**config.mk**
```make
export PLATFORM = sky130hd
export DESIGN_NAME = led_frame_remap_flat
export DESIGN_NICKNAME = d
export VERILOG_FILES = /design/src/lfr_pkg.sv /design/src/lfr_if.sv /design/src/lfr_front.sv /design/src/lfr_cmd_fifo.sv /design/src/lfr_back.sv /design/src/led_frame_remap.sv /design/src/flat_wrapper.sv
export VERILOG_INCLUDE_DIRS = /design/src /design/src/src
export SDC_FILE = /design/constraint.sdc
export NUM_CORES = 2
export LEC_CHECK = 0
export BUFFER_PORTS_ARGS = -buffer_cell sky130_fd_sc_hd__buf_2
export CORE_MARGIN = 5
export CORE_UTILIZATION = 45
export DETAILED_ROUTE_END_ITERATION = 12
export GPL_ROUTABILITY_DRIVEN = 0
export PLACE_DENSITY = 0.62
export SLEW_MARGIN = 20
export SYNTH_ARGS = -nofsm -noshare
export SYNTH_HDL_FRONTEND = slang
export SYNTH_SLANG_ARGS = --single-unit
```
**constraint.sdc**
```tcl
create_clock -name clk -period 5.6 [get_ports clk]
set_clock_uncertainty 0.1 [all_clocks]
set_input_delay 0.56 -clock clk [delete_from_list [all_inputs] [get_ports clk]]
set_output_delay 0.56 -clock clk [all_outputs]
set_load 0.005 [all_outputs]
```
**src/led_frame_remap_assert.svh**
```systemverilog
// Assertion helpers, sampled on clk and quiet while rst_n is low.
`ifndef LED_FRAME_REMAP_ASSERT_SVH
`define LED_FRAME_REMAP_ASSERT_SVH

// Same-cycle implication.
`define LFR_AST_IMP(lbl, ante, cons, msg) \
  lbl: assert property (@(posedge clk) disable iff (!rst_n) (ante) |-> (cons)) \
    else $error(msg);

// Next-cycle implication.
`define LFR_AST_NXT(lbl, ante, cons, msg) \
  lbl: assert property (@(posedge clk) disable iff (!rst_n) (ante) |=> (cons)) \
    else $error(msg);

`endif

```
**src/lfr_pkg.sv**
```systemverilog
package lfr_pkg;

  localparam int LED_SLOTS       = 64;
  localparam int FRAME_BYTES_MAX = 256;

  localparam int OP_W   = 3;
  localparam int DATA_W = 8;
  localparam int IDX_W  = 6;
  localparam int COL_W  = 8;
  localparam int SRC_W  = 2;
  localparam int CFG_IW = 2;
  localparam int CFG_DW = 8;

  localparam int SLOT_IW = (LED_SLOTS > 1) ? $clog2(LED_SLOTS) : 1;
  localparam int CNT_W   = $clog2(FRAME_BYTES_MAX + 1);
  localparam int TRI_W   = $clog2(FRAME_BYTES_MAX / 3 + 1);

  localparam logic [SLOT_IW-1:0] SLOT_LAST = SLOT_IW'(LED_SLOTS - 1);

  localparam int FIFO_DEPTH = 4;
  localparam int FIFO_AW    = $clog2(FIFO_DEPTH);

  localparam logic [DATA_W-1:0] MAP_OFF = 8'hFF;
  localparam logic [DATA_W-1:0] MAP_ON  = 8'hFE;

  localparam logic [7:0]       LED_COUNT_RST = 8'd64;
  localparam logic [SRC_W-1:0] RED_SRC_RST   = 2'd1;
  localparam logic [SRC_W-1:0] GREEN_SRC_RST = 2'd0;
  localparam logic [SRC_W-1:0] BLUE_SRC_RST  = 2'd2;

  localparam logic [SRC_W-1:0] PHASE_LAST = 2'd2;

  typedef enum logic [OP_W-1:0] {
    OP_BYTE   = 3'd0,
    OP_RENDER = 3'd1,
    OP_CLEAR  = 3'd2,
    OP_TWRITE = 3'd3,
    OP_IDENT  = 3'd4,
    OP_BLANK  = 3'd5
  } op_t;

  typedef enum logic [2:0] {
    CMD_BYTE,
    CMD_RENDER,
    CMD_CLEAR,
    CMD_TWRITE,
    CMD_IDENT,
    CMD_BLANK
  } cmd_kind_t;

  typedef struct packed {
    cmd_kind_t         kind;
    logic [DATA_W-1:0] data;
    logic [IDX_W-1:0]  idx;
  } cmd_t;

  typedef struct packed {
    logic empty;
    logic full;
  } fifo_stat_t;

  typedef enum logic [CFG_IW-1:0] {
    CFG_LED_COUNT = 2'd0,
    CFG_RED_SRC   = 2'd1,
    CFG_GREEN_SRC = 2'd2,
    CFG_BLUE_SRC  = 2'd3
  } cfg_reg_t;

  typedef enum logic [1:0] {
    BK_IDLE,
    BK_MAP,
    BK_TRI,
    BK_EMIT
  } bk_state_t;

endpackage

```
**src/lfr_if.sv**
```systemverilog
interface lfr_in_if import lfr_pkg::*; ();
  logic              valid;
  logic              ready;
  logic [OP_W-1:0]   operation;
  logic [DATA_W-1:0] data_byte;
  logic [IDX_W-1:0]  table_index;

  modport source (output valid, operation, data_byte, table_index, input ready);
  modport sink   (input valid, operation, data_byte, table_index, output ready);
endinterface

interface lfr_out_if import lfr_pkg::*; ();
  logic             valid;
  logic             ready;
  logic [IDX_W-1:0] led_index;
  logic [COL_W-1:0] red;
  logic [COL_W-1:0] green;
  logic [COL_W-1:0] blue;
  logic             last;

  modport source (output valid, led_index, red, green, blue, last, input ready);
  modport sink   (input valid, led_index, red, green, blue, last, output ready);
endinterface

```
**src/lfr_front.sv**
```systemverilog
module lfr_front import lfr_pkg::*; (
  lfr_in_if.sink    in_ch,
  input  logic      q_full,
  output logic      q_push,
  output cmd_t      q_cmd
);

  logic keep;
  logic idx_ok;
  logic val_ok;

  assign in_ch.ready = !q_full;

  assign idx_ok = {1'b0, in_ch.table_index} < (IDX_W + 1)'(LED_SLOTS);
  assign val_ok = (in_ch.data_byte < DATA_W'(LED_SLOTS)) || (in_ch.data_byte == MAP_ON);

  always_comb begin
    keep       = 1'b1;
    q_cmd.kind = CMD_BYTE;
    q_cmd.data = in_ch.data_byte;
    q_cmd.idx  = in_ch.table_index;
    unique case (in_ch.operation)
      OP_BYTE:   q_cmd.kind = CMD_BYTE;
      OP_RENDER: q_cmd.kind = CMD_RENDER;
      OP_CLEAR:  q_cmd.kind = CMD_CLEAR;
      OP_TWRITE: begin
        q_cmd.kind = CMD_TWRITE;
        // out-of-range slot: dropped here; bad value turns into OFF
        keep       = idx_ok;
        q_cmd.data = val_ok ? in_ch.data_byte : MAP_OFF;
      end
      OP_IDENT:  q_cmd.kind = CMD_IDENT;
      OP_BLANK:  q_cmd.kind = CMD_BLANK;
      default:   keep = 1'b0;
    endcase
  end

  assign q_push = in_ch.valid && in_ch.ready && keep;

endmodule

```
**src/lfr_cmd_fifo.sv**
```systemverilog
module lfr_cmd_fifo import lfr_pkg::*; (
  input  logic       clk,
  input  logic       rst_n,
  input  logic       push,
  input  cmd_t       push_cmd,
  input  logic       pop,
  output cmd_t       head,
  output fifo_stat_t stat
);

  cmd_t                 fifo_mem_r [FIFO_DEPTH];
  logic [FIFO_AW-1:0]   wptr_r;
  logic [FIFO_AW-1:0]   rptr_r;
  logic [FIFO_AW:0]     cnt_r;
  logic                 do_push;
  logic                 do_pop;

  assign stat.empty = (cnt_r == '0);
  assign stat.full  = (cnt_r == (FIFO_AW + 1)'(FIFO_DEPTH));
  assign do_push    = push && !stat.full;
  assign do_pop     = pop && !stat.empty;
  assign head       = fifo_mem_r[rptr_r];

  always_ff @(posedge clk) begin
    if (do_push) begin
      fifo_mem_r[wptr_r] <= push_cmd;
    end
  end

  always_ff @(posedge clk) begin
    if (!rst_n) begin
      wptr_r <= '0;
      rptr_r <= '0;
      cnt_r  <= '0;
    end else begin
      if (do_push) begin
        wptr_r <= wptr_r + 1'b1;
      end
      if (do_pop) begin
        rptr_r <= rptr_r + 1'b1;
      end
      unique case ({do_push, do_pop})
        2'b10:   cnt_r <= cnt_r + 1'b1;
        2'b01:   cnt_r <= cnt_r - 1'b1;
        default: cnt_r <= cnt_r;
      endcase
    end
  end

endmodule

```
**src/lfr_back.sv**
```systemverilog
module lfr_back import lfr_pkg::*; (
  input  logic              clk,
  input  logic              rst_n,
  input  logic              cfg_we,
  input  logic [CFG_IW-1:0] cfg_index,
  input  logic [CFG_DW-1:0] cfg_wdata,
  input  cmd_t              cmd,
  input  fifo_stat_t        q_stat,
  output logic              pop,
  output logic              busy,
  lfr_out_if.source         out_ch
);

  bk_state_t state_r, state_nxt;

  // config
  logic [7:0]       led_count_r;
  logic [SRC_W-1:0] red_src_r, green_src_r, blue_src_r;

  // slot map: memory plus valid bits; invalid entries read as identity or OFF
  logic [DATA_W-1:0] map_mem_r [LED_SLOTS];
  logic [LED_SLOTS-1:0] map_vld_r;
  logic              map_dflt_off_r;
  logic [DATA_W-1:0] map_q_r;
  logic              map_vld_q_r;
  logic [DATA_W-1:0] map_eff;
  logic [DATA_W-1:0] map_v_r;

  // slot colours: memory plus valid bits; invalid reads as black
  logic [3*COL_W-1:0] col_mem_r [LED_SLOTS];
  logic [LED_SLOTS-1:0] col_vld_r;
  logic [3*COL_W-1:0] col_q_r;
  logic              col_vld_q_r;

  // complete source triples, one word each
  logic [3*COL_W-1:0] tri_mem_r [LED_SLOTS];
  logic [3*COL_W-1:0] tri_q_r;
  logic [DATA_W-1:0] stg0_r, stg1_r;
  logic [CNT_W-1:0]  br_r;
  logic [SRC_W-1:0]  phase_r;
  logic [TRI_W-1:0]  tcnt_r;

  logic [SLOT_IW-1:0] slot_r;

  logic out_valid_r;
  logic [IDX_W-1:0] out_idx_r;
  logic [3*COL_W-1:0] out_col_r;
  logic out_last_r;

  logic out_free;
  logic do_byte, do_render, do_clear, do_twrite, do_ident, do_blank;
  logic rd_slot, rd_tri, emit;
  logic byte_ok, tri_wr;
  logic [3*COL_W-1:0] old_col, pick_col, new_col;

  function automatic logic [COL_W-1:0] pick_byte(input logic [3*COL_W-1:0] w,
                                                   input logic [SRC_W-1:0] src);
    logic [COL_W-1:0] b;
    unique case (src)
      2'd0:    b = w[3*COL_W-1:2*COL_W];
      2'd1:    b = w[2*COL_W-1:COL_W];
      default: b = w[COL_W-1:0];   // 3 saturates to the third byte
    endcase
    return b;
  endfunction

  assign out_free = !out_valid_r || out_ch.ready;

  // next state
  always_comb begin
    state_nxt = state_r;
    unique case (state_r)
      BK_IDLE: if (!q_stat.empty && cmd.kind == CMD_RENDER) state_nxt = BK_MAP;
      BK_MAP:  state_nxt = BK_TRI;
      BK_TRI:  state_nxt = BK_EMIT;
      BK_EMIT: if (out_free) state_nxt = (slot_r == SLOT_LAST) ? BK_IDLE : BK_MAP;
      default: state_nxt = BK_IDLE;
    endcase
  end

  // controls
  always_comb begin
    pop       = 1'b0;
    do_byte   = 1'b0;
    do_render = 1'b0;
    do_clear  = 1'b0;
    do_twrite = 1'b0;
    do_ident  = 1'b0;
    do_blank  = 1'b0;
    rd_slot   = 1'b0;
    rd_tri    = 1'b0;
    emit      = 1'b0;
    busy      = 1'b1;
    unique case (state_r)
      BK_IDLE: begin
        busy = 1'b0;
        pop  = !q_stat.empty;
        if (!q_stat.empty) begin
          unique case (cmd.kind)
            CMD_BYTE:   do_byte   = 1'b1;
            CMD_RENDER: do_render = 1'b1;
            CMD_CLEAR:  do_clear  = 1'b1;
            CMD_TWRITE: do_twrite = 1'b1;
            CMD_IDENT:  do_ident  = 1'b1;
            CMD_BLANK:  do_blank  = 1'b1;
            default:    ;
          endcase
        end
      end
      BK_MAP:  rd_slot = 1'b1;
      BK_TRI:  rd_tri  = 1'b1;
      BK_EMIT: emit    = out_free;
      default: ;
    endcase
  end

  always_ff @(posedge clk) begin
    if (!rst_n) begin
      state_r <= BK_IDLE;
    end else begin
      state_r <= state_nxt;
    end
  end

  // config registers; identity op also restores the byte order
  always_ff @(posedge clk) begin
    if (!rst_n) begin
      led_count_r <= LED_COUNT_RST;
      red_src_r   <= RED_SRC_RST;
      green_src_r <= GREEN_SRC_RST;
      blue_src_r  <= BLUE_SRC_RST;
    end else if (cfg_we) begin
      unique case (cfg_index)
        CFG_LED_COUNT: led_count_r <= cfg_wdata;
        CFG_RED_SRC:   red_src_r   <= cfg_wdata[SRC_W-1:0];
        CFG_GREEN_SRC: green_src_r <= cfg_wdata[SRC_W-1:0];
        CFG_BLUE_SRC:  blue_src_r  <= cfg_wdata[SRC_W-1:0];
        default:       ;
      endcase
    end else if (do_ident) begin
      red_src_r   <= RED_SRC_RST;
      green_src_r <= GREEN_SRC_RST;
      blue_src_r  <= BLUE_SRC_RST;
    end
  end

  // slot map
  always_ff @(posedge clk) begin
    if (do_twrite) begin
      map_mem_r[cmd.idx[SLOT_IW-1:0]] <= cmd.data;
    end
    if (rd_slot) begin
      map_q_r     <= map_mem_r[slot_r];
      map_vld_q_r <= map_vld_r[slot_r];
    end
  end

  always_ff @(posedge clk) begin
    if (!rst_n) begin
      map_vld_r      <= '0;
      map_dflt_off_r <= 1'b0;
    end else if (do_clear || do_ident) begin
      map_vld_r      <= '0;
      map_dflt_off_r <= do_clear;
    end else if (do_twrite) begin
      map_vld_r[cmd.idx[SLOT_IW-1:0]] <= 1'b1;
    end
  end

  assign map_eff = map_vld_q_r ? map_q_r : (map_dflt_off_r ? MAP_OFF : DATA_W'(slot_r));

  // frame bytes are packed into triples as they arrive
  assign byte_ok = br_r < CNT_W'(FRAME_BYTES_MAX);
  assign tri_wr  = do_byte && byte_ok && (phase_r == PHASE_LAST)
                && ({1'b0, tcnt_r} < (TRI_W + 1)'(LED_SLOTS));

  always_ff @(posedge clk) begin
    if (tri_wr) begin
      tri_mem_r[tcnt_r[SLOT_IW-1:0]] <= {stg0_r, stg1_r, cmd.data};
    end
    if (rd_tri) begin
      tri_q_r <= tri_mem_r[map_eff[SLOT_IW-1:0]];
    end
    if (do_byte && phase_r == 2'd0) begin
      stg0_r <= cmd.data;
    end
    if (do_byte && phase_r == 2'd1) begin
      stg1_r <= cmd.data;
    end
    if (rd_tri) begin
      map_v_r <= map_eff;
    end
  end

  always_ff @(posedge clk) begin
    if (!rst_n) begin
      br_r    <= '0;
      phase_r <= '0;
      tcnt_r  <= '0;
    end else if (emit && slot_r == SLOT_LAST) begin
      br_r    <= '0;
      phase_r <= '0;
      tcnt_r  <= '0;
    end else if (do_byte && byte_ok) begin
      br_r <= br_r + 1'b1;
      if (phase_r == PHASE_LAST) begin
        phase_r <= '0;
        tcnt_r  <= tcnt_r + 1'b1;
      end else begin
        phase_r <= phase_r + 1'b1;
      end
    end
  end

  // colour for the current slot
  assign old_col  = col_vld_q_r ? col_q_r : '0;
  assign pick_col = {pick_byte(tri_q_r, red_src_r), pick_byte(tri_q_r, green_src_r),
                     pick_byte(tri_q_r, blue_src_r)};

  always_comb begin
    new_col = old_col;
    if (8'(slot_r) < led_count_r) begin
      priority if (map_v_r == MAP_OFF) begin
        new_col = '0;
      end else if (map_v_r == MAP_ON) begin
        new_col = '1;
      end else if ((TRI_W + DATA_W)'(map_v_r) < (TRI_W + DATA_W)'(tcnt_r)) begin
        new_col = pick_col;
      end
    end
  end

  always_ff @(posedge clk) begin
    if (emit) begin
      col_mem_r[slot_r] <= new_col;
    end
    if (rd_slot) begin
      col_q_r     <= col_mem_r[slot_r];
      col_vld_q_r <= col_vld_r[slot_r];
    end
  end

  always_ff @(posedge clk) begin
    if (!rst_n) begin
      col_vld_r <= '0;
    end else if (do_blank) begin
      col_vld_r <= '0;
    end else if (emit) begin
      col_vld_r[slot_r] <= 1'b1;
    end
  end

  always_ff @(posedge clk) begin
    if (!rst_n) begin
      slot_r <= '0;
    end else if (do_render) begin
      slot_r <= '0;
    end else if (emit) begin
      slot_r <= slot_r + 1'b1;
    end
  end

  // output word register
  always_ff @(posedge clk) begin
    if (!rst_n) begin
      out_valid_r <= 1'b0;
    end else if (emit) begin
      out_valid_r <= 1'b1;
    end else if (out_ch.ready) begin
      out_valid_r <= 1'b0;
    end
  end

  always_ff @(posedge clk) begin
    if (emit) begin
      out_idx_r  <= IDX_W'(slot_r);
      out_col_r  <= new_col;
      out_last_r <= (slot_r == SLOT_LAST);
    end
  end

  assign out_ch.valid     = out_valid_r;
  assign out_ch.led_index = out_idx_r;
  assign out_ch.red       = out_col_r[3*COL_W-1:2*COL_W];
  assign out_ch.green     = out_col_r[2*COL_W-1:COL_W];
  assign out_ch.blue      = out_col_r[COL_W-1:0];
  assign out_ch.last      = out_last_r;

endmodule

```
**src/led_frame_remap.sv**
```systemverilog
// LED strip frame remapper.
// in_ch carries one word per operation: payload byte, render, clear table,
// table write, identity map or blank. A word is taken when valid and ready
// are high; ready drops only while the 4-deep command queue is full.
// out_ch carries one word per strip slot, 64 per render, last on slot 63.
// Non-render words are carried out once they reach the head of the queue.
// A render walks each slot through a slot map read, a triple read, and a colour
// write and output load, and finishes each slot before the next one starts.
// Words behind a render wait in the queue, and input stalls once it fills.
// If out_ch.ready is low the slot walk holds at the output register.
// cfg_we/cfg_index/cfg_wdata write led_count and the three byte selects.
// Reset: led_count 64, byte selects 1/0/2, identity slot map, all slots
// black, frame empty. Reset takes effect at once, no clearing pass.
`include "led_frame_remap_assert.svh"

module led_frame_remap import lfr_pkg::*; (
  input  logic              clk,
  input  logic              rst_n,
  input  logic              cfg_we,
  input  logic [CFG_IW-1:0] cfg_index,
  input  logic [CFG_DW-1:0] cfg_wdata,
  lfr_in_if.sink            in_ch,
  lfr_out_if.source         out_ch
);

  logic       fifo_push;
  cmd_t       push_cmd;
  logic       fifo_pop;
  cmd_t       fifo_head;
  fifo_stat_t fq_stat;
  logic       bk_busy;
  logic       render_pop;
  logic       last_word;

  lfr_front u_front (
    .in_ch  (in_ch),
    .q_full (fq_stat.full),
    .q_push (fifo_push),
    .q_cmd  (push_cmd)
  );

  lfr_cmd_fifo u_fifo (
    .clk      (clk),
    .rst_n    (rst_n),
    .push     (fifo_push),
    .push_cmd (push_cmd),
    .pop      (fifo_pop),
    .head     (fifo_head),
    .stat     (fq_stat)
  );

  lfr_back u_back (
    .clk       (clk),
    .rst_n     (rst_n),
    .cfg_we    (cfg_we),
    .cfg_index (cfg_index),
    .cfg_wdata (cfg_wdata),
    .cmd       (fifo_head),
    .q_stat    (fq_stat),
    .pop       (fifo_pop),
    .busy      (bk_busy),
    .out_ch    (out_ch)
  );

  assign render_pop = fifo_pop && (fifo_head.kind == CMD_RENDER);
  assign last_word  = out_ch.valid && out_ch.last;

  `LFR_AST_IMP(a_no_pop_empty, fifo_pop, !fq_stat.empty, "pop from empty queue")
  `LFR_AST_IMP(a_no_pop_busy, bk_busy, !fifo_pop, "queue popped during render")
  `LFR_AST_NXT(a_render_busy, render_pop, bk_busy, "render not started")
  `LFR_AST_IMP(a_last_slot, last_word, out_ch.led_index == SLOT_LAST, "last on wrong slot")

endmodule
```
**src/flat_wrapper.sv**
```systemverilog
// flat-port wrapper written by rule: the top's interface ports become plain ports
module led_frame_remap_flat import lfr_pkg::*;
  (clk, rst_n, cfg_we, cfg_index, cfg_wdata, in_ch_valid, in_ch_operation, in_ch_data_byte, in_ch_table_index, in_ch_ready, out_ch_valid, out_ch_led_index, out_ch_red, out_ch_green, out_ch_blue, out_ch_last, out_ch_ready);
  lfr_in_if in_ch_i ();
  lfr_out_if out_ch_i ();
  input  logic clk;
  input  logic rst_n;
  input  logic cfg_we;
  input  logic [CFG_IW-1:0] cfg_index;
  input  logic [CFG_DW-1:0] cfg_wdata;
  input wire logic [$bits(in_ch_i.valid)-1:0] in_ch_valid;
  input wire logic [$bits(in_ch_i.operation)-1:0] in_ch_operation;
  input wire logic [$bits(in_ch_i.data_byte)-1:0] in_ch_data_byte;
  input wire logic [$bits(in_ch_i.table_index)-1:0] in_ch_table_index;
  output wire logic [$bits(in_ch_i.ready)-1:0] in_ch_ready;
  output wire logic [$bits(out_ch_i.valid)-1:0] out_ch_valid;
  output wire logic [$bits(out_ch_i.led_index)-1:0] out_ch_led_index;
  output wire logic [$bits(out_ch_i.red)-1:0] out_ch_red;
  output wire logic [$bits(out_ch_i.green)-1:0] out_ch_green;
  output wire logic [$bits(out_ch_i.blue)-1:0] out_ch_blue;
  output wire logic [$bits(out_ch_i.last)-1:0] out_ch_last;
  input wire logic [$bits(out_ch_i.ready)-1:0] out_ch_ready;
  assign in_ch_i.valid = in_ch_valid;
  assign in_ch_i.operation = in_ch_operation;
  assign in_ch_i.data_byte = in_ch_data_byte;
  assign in_ch_i.table_index = in_ch_table_index;
  assign in_ch_ready = in_ch_i.ready;
  assign out_ch_valid = out_ch_i.valid;
  assign out_ch_led_index = out_ch_i.led_index;
  assign out_ch_red = out_ch_i.red;
  assign out_ch_green = out_ch_i.green;
  assign out_ch_blue = out_ch_i.blue;
  assign out_ch_last = out_ch_i.last;
  assign out_ch_i.ready = out_ch_ready;
  led_frame_remap u_core (.clk(clk), .rst_n(rst_n), .cfg_we(cfg_we), .cfg_index(cfg_index), .cfg_wdata(cfg_wdata), .in_ch(in_ch_i), .out_ch(out_ch_i));
endmodule
```
==> metrics.csv <==
metric;value;unit
hp-start;in_ch_valid;
rows;217;
ys.flop_type;edfxtp_1;
synth_nets;9632;
synth_edf_count;3765;
status;finished clean;
ioPinCount;65;
r2r_setup_slack;1000;ps
clk_pin_slew_worst_paths;60;ps
placed_cells;13948;
route.detailed.drc;0;
r2r_cells;7;
holdWs;150.3;ps
yosysWarnings;0;
netlist_instances;9575;
worst_slew_pin_slew;1229;ps
synth_area;157100;um2
cts_root_buf;clkbuf_16;
vias_per_cell;6.515;
stdcell_count;14744;
dr.pass1.iters;6;
grt_overflow;0;
cp-end-kind;flip-flop;
grt_usage;26.75;%
setup_viol;0;
worst_ep_arrival_time;5040;ps
drv_slew;0;
wl_per_cell;33.89;um
core_area;348600;um2
portBuffers;64;
grt_max_degree;162;
wl;499700;um
min_period_over_period;82.08;%
vdd_drop_max;422.9;uV
rsz0062_at_grt;false;
htreeDepth;5;
drt_iter0_markers;13756;
drv_cap;0;
critical_path_peak_fanout;24;
finalPower;73.37;mW
ys_ff_latch;3944;
fillers;28240;
area_delta_synth_final;13.39;%
clockBufferDepth;4;
cts_buffers;402;
hold_class;in2reg;
die_h;600.8;um
async_reset_ff_share;0;%
leakage;55.48;nW
grt_pass1_wl;701500;um
dieArea;361000;um2
fmax;217.6;MHz
dp_hpwl;286800;um
cts_sinks;3944;
cts_resized;0;
grt_pass1_vias;92773;
start_kind;flip-flop;
ant_nets;0;
die_w;600.8;um
ys_seq_area_share;74.26;%
critPathKind;reg2reg;
postSynthAreaPerCell;16.41;um2
ys_types;82;
max_slew_margin;17.98;%
hold_viol_final;0;
start_util;45.06;%
antenna_found_initial;23;
fin_crit;4597;ps
fin_nets;9852;
cp.required;6050;ps
clock_latency;1010;ps
p_per_area;411.9;nW/um2
num_vias;96062;
worstHoldEndpoint;u_core.u_fifo.wptr_r[0]$_SDFFE_PN0P_;
hold_depth;4;
r2r_end;u_core.u_back.tri_mem_r[4][10]$_DFFE_PP_;
tritoncts;done;
drive_above_1_share;19.47;%
finalSetupTns;0;ps
per-layer routing:
layer / part of all wire (%) / routed length, um / global-route usage, %
met5: 0.019 / 94 / 0
met4: 6.0 / 29980 / 13.34
met3: 11 / 55460 / 5.746
met2: 46 / 229600 / 41.93
met1: 37 / 184600 / 35.55
sequential cells by signal, summed over array words and instances, names as in the netlist, 24 cells and up, named ones only:
signal	flops
u_core.u_back.col_mem_r	1536
u_core.u_back.tri_mem_r	1536
u_core.u_back.map_mem_r	512
u_core.u_fifo.fifo_mem_r	68
u_core.u_back.col_vld_r	64
u_core.u_back.map_vld_r	64
u_core.u_back.col_q_r	24
u_core.u_back.out_col_r	24
u_core.u_back.tri_q_r	24
power breakdown:
group          switching, mW  internal [mW]  total [mW]
sequential             0.257           34.6        34.9
clock                   11.3           14.6        25.9
combinational           9.25           3.35        12.6
total                   20.8           52.5        73.4
synth_stat cells (all sizes together), types with 6 or more instances:
cell type / n / area (um2)
dfxtp: 179 / 3583
nand2b: 18 / 112.6
a221oi: 419 / 3689
nor3: 19 / 110.1
nor2: 544 / 2047
a31oi: 6 / 37.54
a21boi: 7 / 52.55
o221ai: 13 / 113.9
a21o: 6 / 45.04
a21oi: 310 / 1551
nand3: 115 / 585.6
a211oi: 14 / 105.1
edfxtp: 3765 / 113100
nand4: 27 / 175.2
o21a: 91 / 683.2
mux2: 455 / 5127
nor3b: 6 / 45.04
a22oi: 140 / 1051
o211ai: 1068 / 8018
or4: 17 / 127.6
a22o: 23 / 201.4
and3: 7 / 43.79
and4: 24 / 210.2
a221o: 17 / 170.2
or2: 11 / 68.82
ha: 24 / 300.3
o21ai: 143 / 715.7
and2: 25 / 156.4
mux2i: 217 / 2172
o2bb2ai: 13 / 113.9
clkbuf: 439 / 1649
buf: 317 / 1777
xor2: 10 / 87.58
xnor2: 11 / 96.34
inv: 315 / 1182
a311oi: 95 / 832.1
o22a: 22 / 192.7
nand2: 224 / 845.8
or3: 9 / 61.31
mux4: 194 / 4369
nor2b: 26 / 162.7
o22ai: 138 / 863.3
worst max-delay path, stage by stage (launching register included):
cell and delay (ps):
dfxtp_1 710, mux4_2 660, nor2_1 380, and2_1 590, and3b_1 340, nand2_1 580, nor2_2 310, buf_4 470
metrics by stage:
step	instance area (um2)	utilization [%]	setup slack (ps)
5_1_grt	178100	51.08	779.4
2_1_floorplan	157100	-	1170
3_3_place_gp	165000	47.33	1120
4_1_cts	178000	51.05	1058
6_report	178100	51.09	1003
3_5_place_dp	165000	47.33	1115
kinds of logic after synthesis:
logic type                 after synthesis  synth area share (%)
adders and majority gates               25                0.2039
and+or+nand+nor                       1095                 3.157
AOI/OAI and AO/OA                     2553                 11.90
muxes                                  866                 7.429
xor gates and xnor gates                21                0.1171
DFF                                   3944                 74.26
buffers and inverters                 1071                 2.934
cell usage in the layout (no fill, tap or decap), drive strengths merged, types with 183 or more instances in the layout:
master,count
edfxtp,3765
o211ai,1068
nor2,544
buf,534
clkbuf,511
mux2,455
a221oi,419
inv,329
a21oi,310
nand2,224
mux2i,217
mux4,194
clkinv,183
cell type report:
cell class	count	area, um2	share of cell area, %
flip-flops and latches	3944	116700	65.49
clock inverters	229	1827	1.026
diodes	14	35.03	0.01967
well taps	4599	5754	3.231
multi-input cells	4560	36790	20.66
repair buffers	572	5076	2.850
clock buffers	511	10780	6.050
inverters	315	1202	0.6751
how the worst max path moves through the flow:
stage | depth (start not counted) | end | slack (ps)
after CTS | 7 | u_core.u_back.tri_mem_r[34][5]$_DFFE_PP_ | 1060
final | 7 | u_core.u_back.tri_mem_r[4][10]$_DFFE_PP_ | 1000
after floorplan | 8 | u_core.u_back.col_mem_r[0][10]$_DFFE_PP_ | 1170
after global routing | 7 | u_core.u_back.tri_mem_r[34][5]$_DFFE_PP_ | 780
after detailed placement | 7 | u_core.u_back.tri_mem_r[34][15]$_DFFE_PP_ | 1120
after global placement | 7 | u_core.u_back.tri_mem_r[34][23]$_DFFE_PP_ | 1120
timing repair:
| action | 4_1_cts | 5_1_grt |
|---|---|---|
| buffers inserted | 0 | 0 |
| hold buffers | 38 | 0 |
| endpoints found under the hold margin | 83 | 0 |
(Power assumes the default switching activity.)
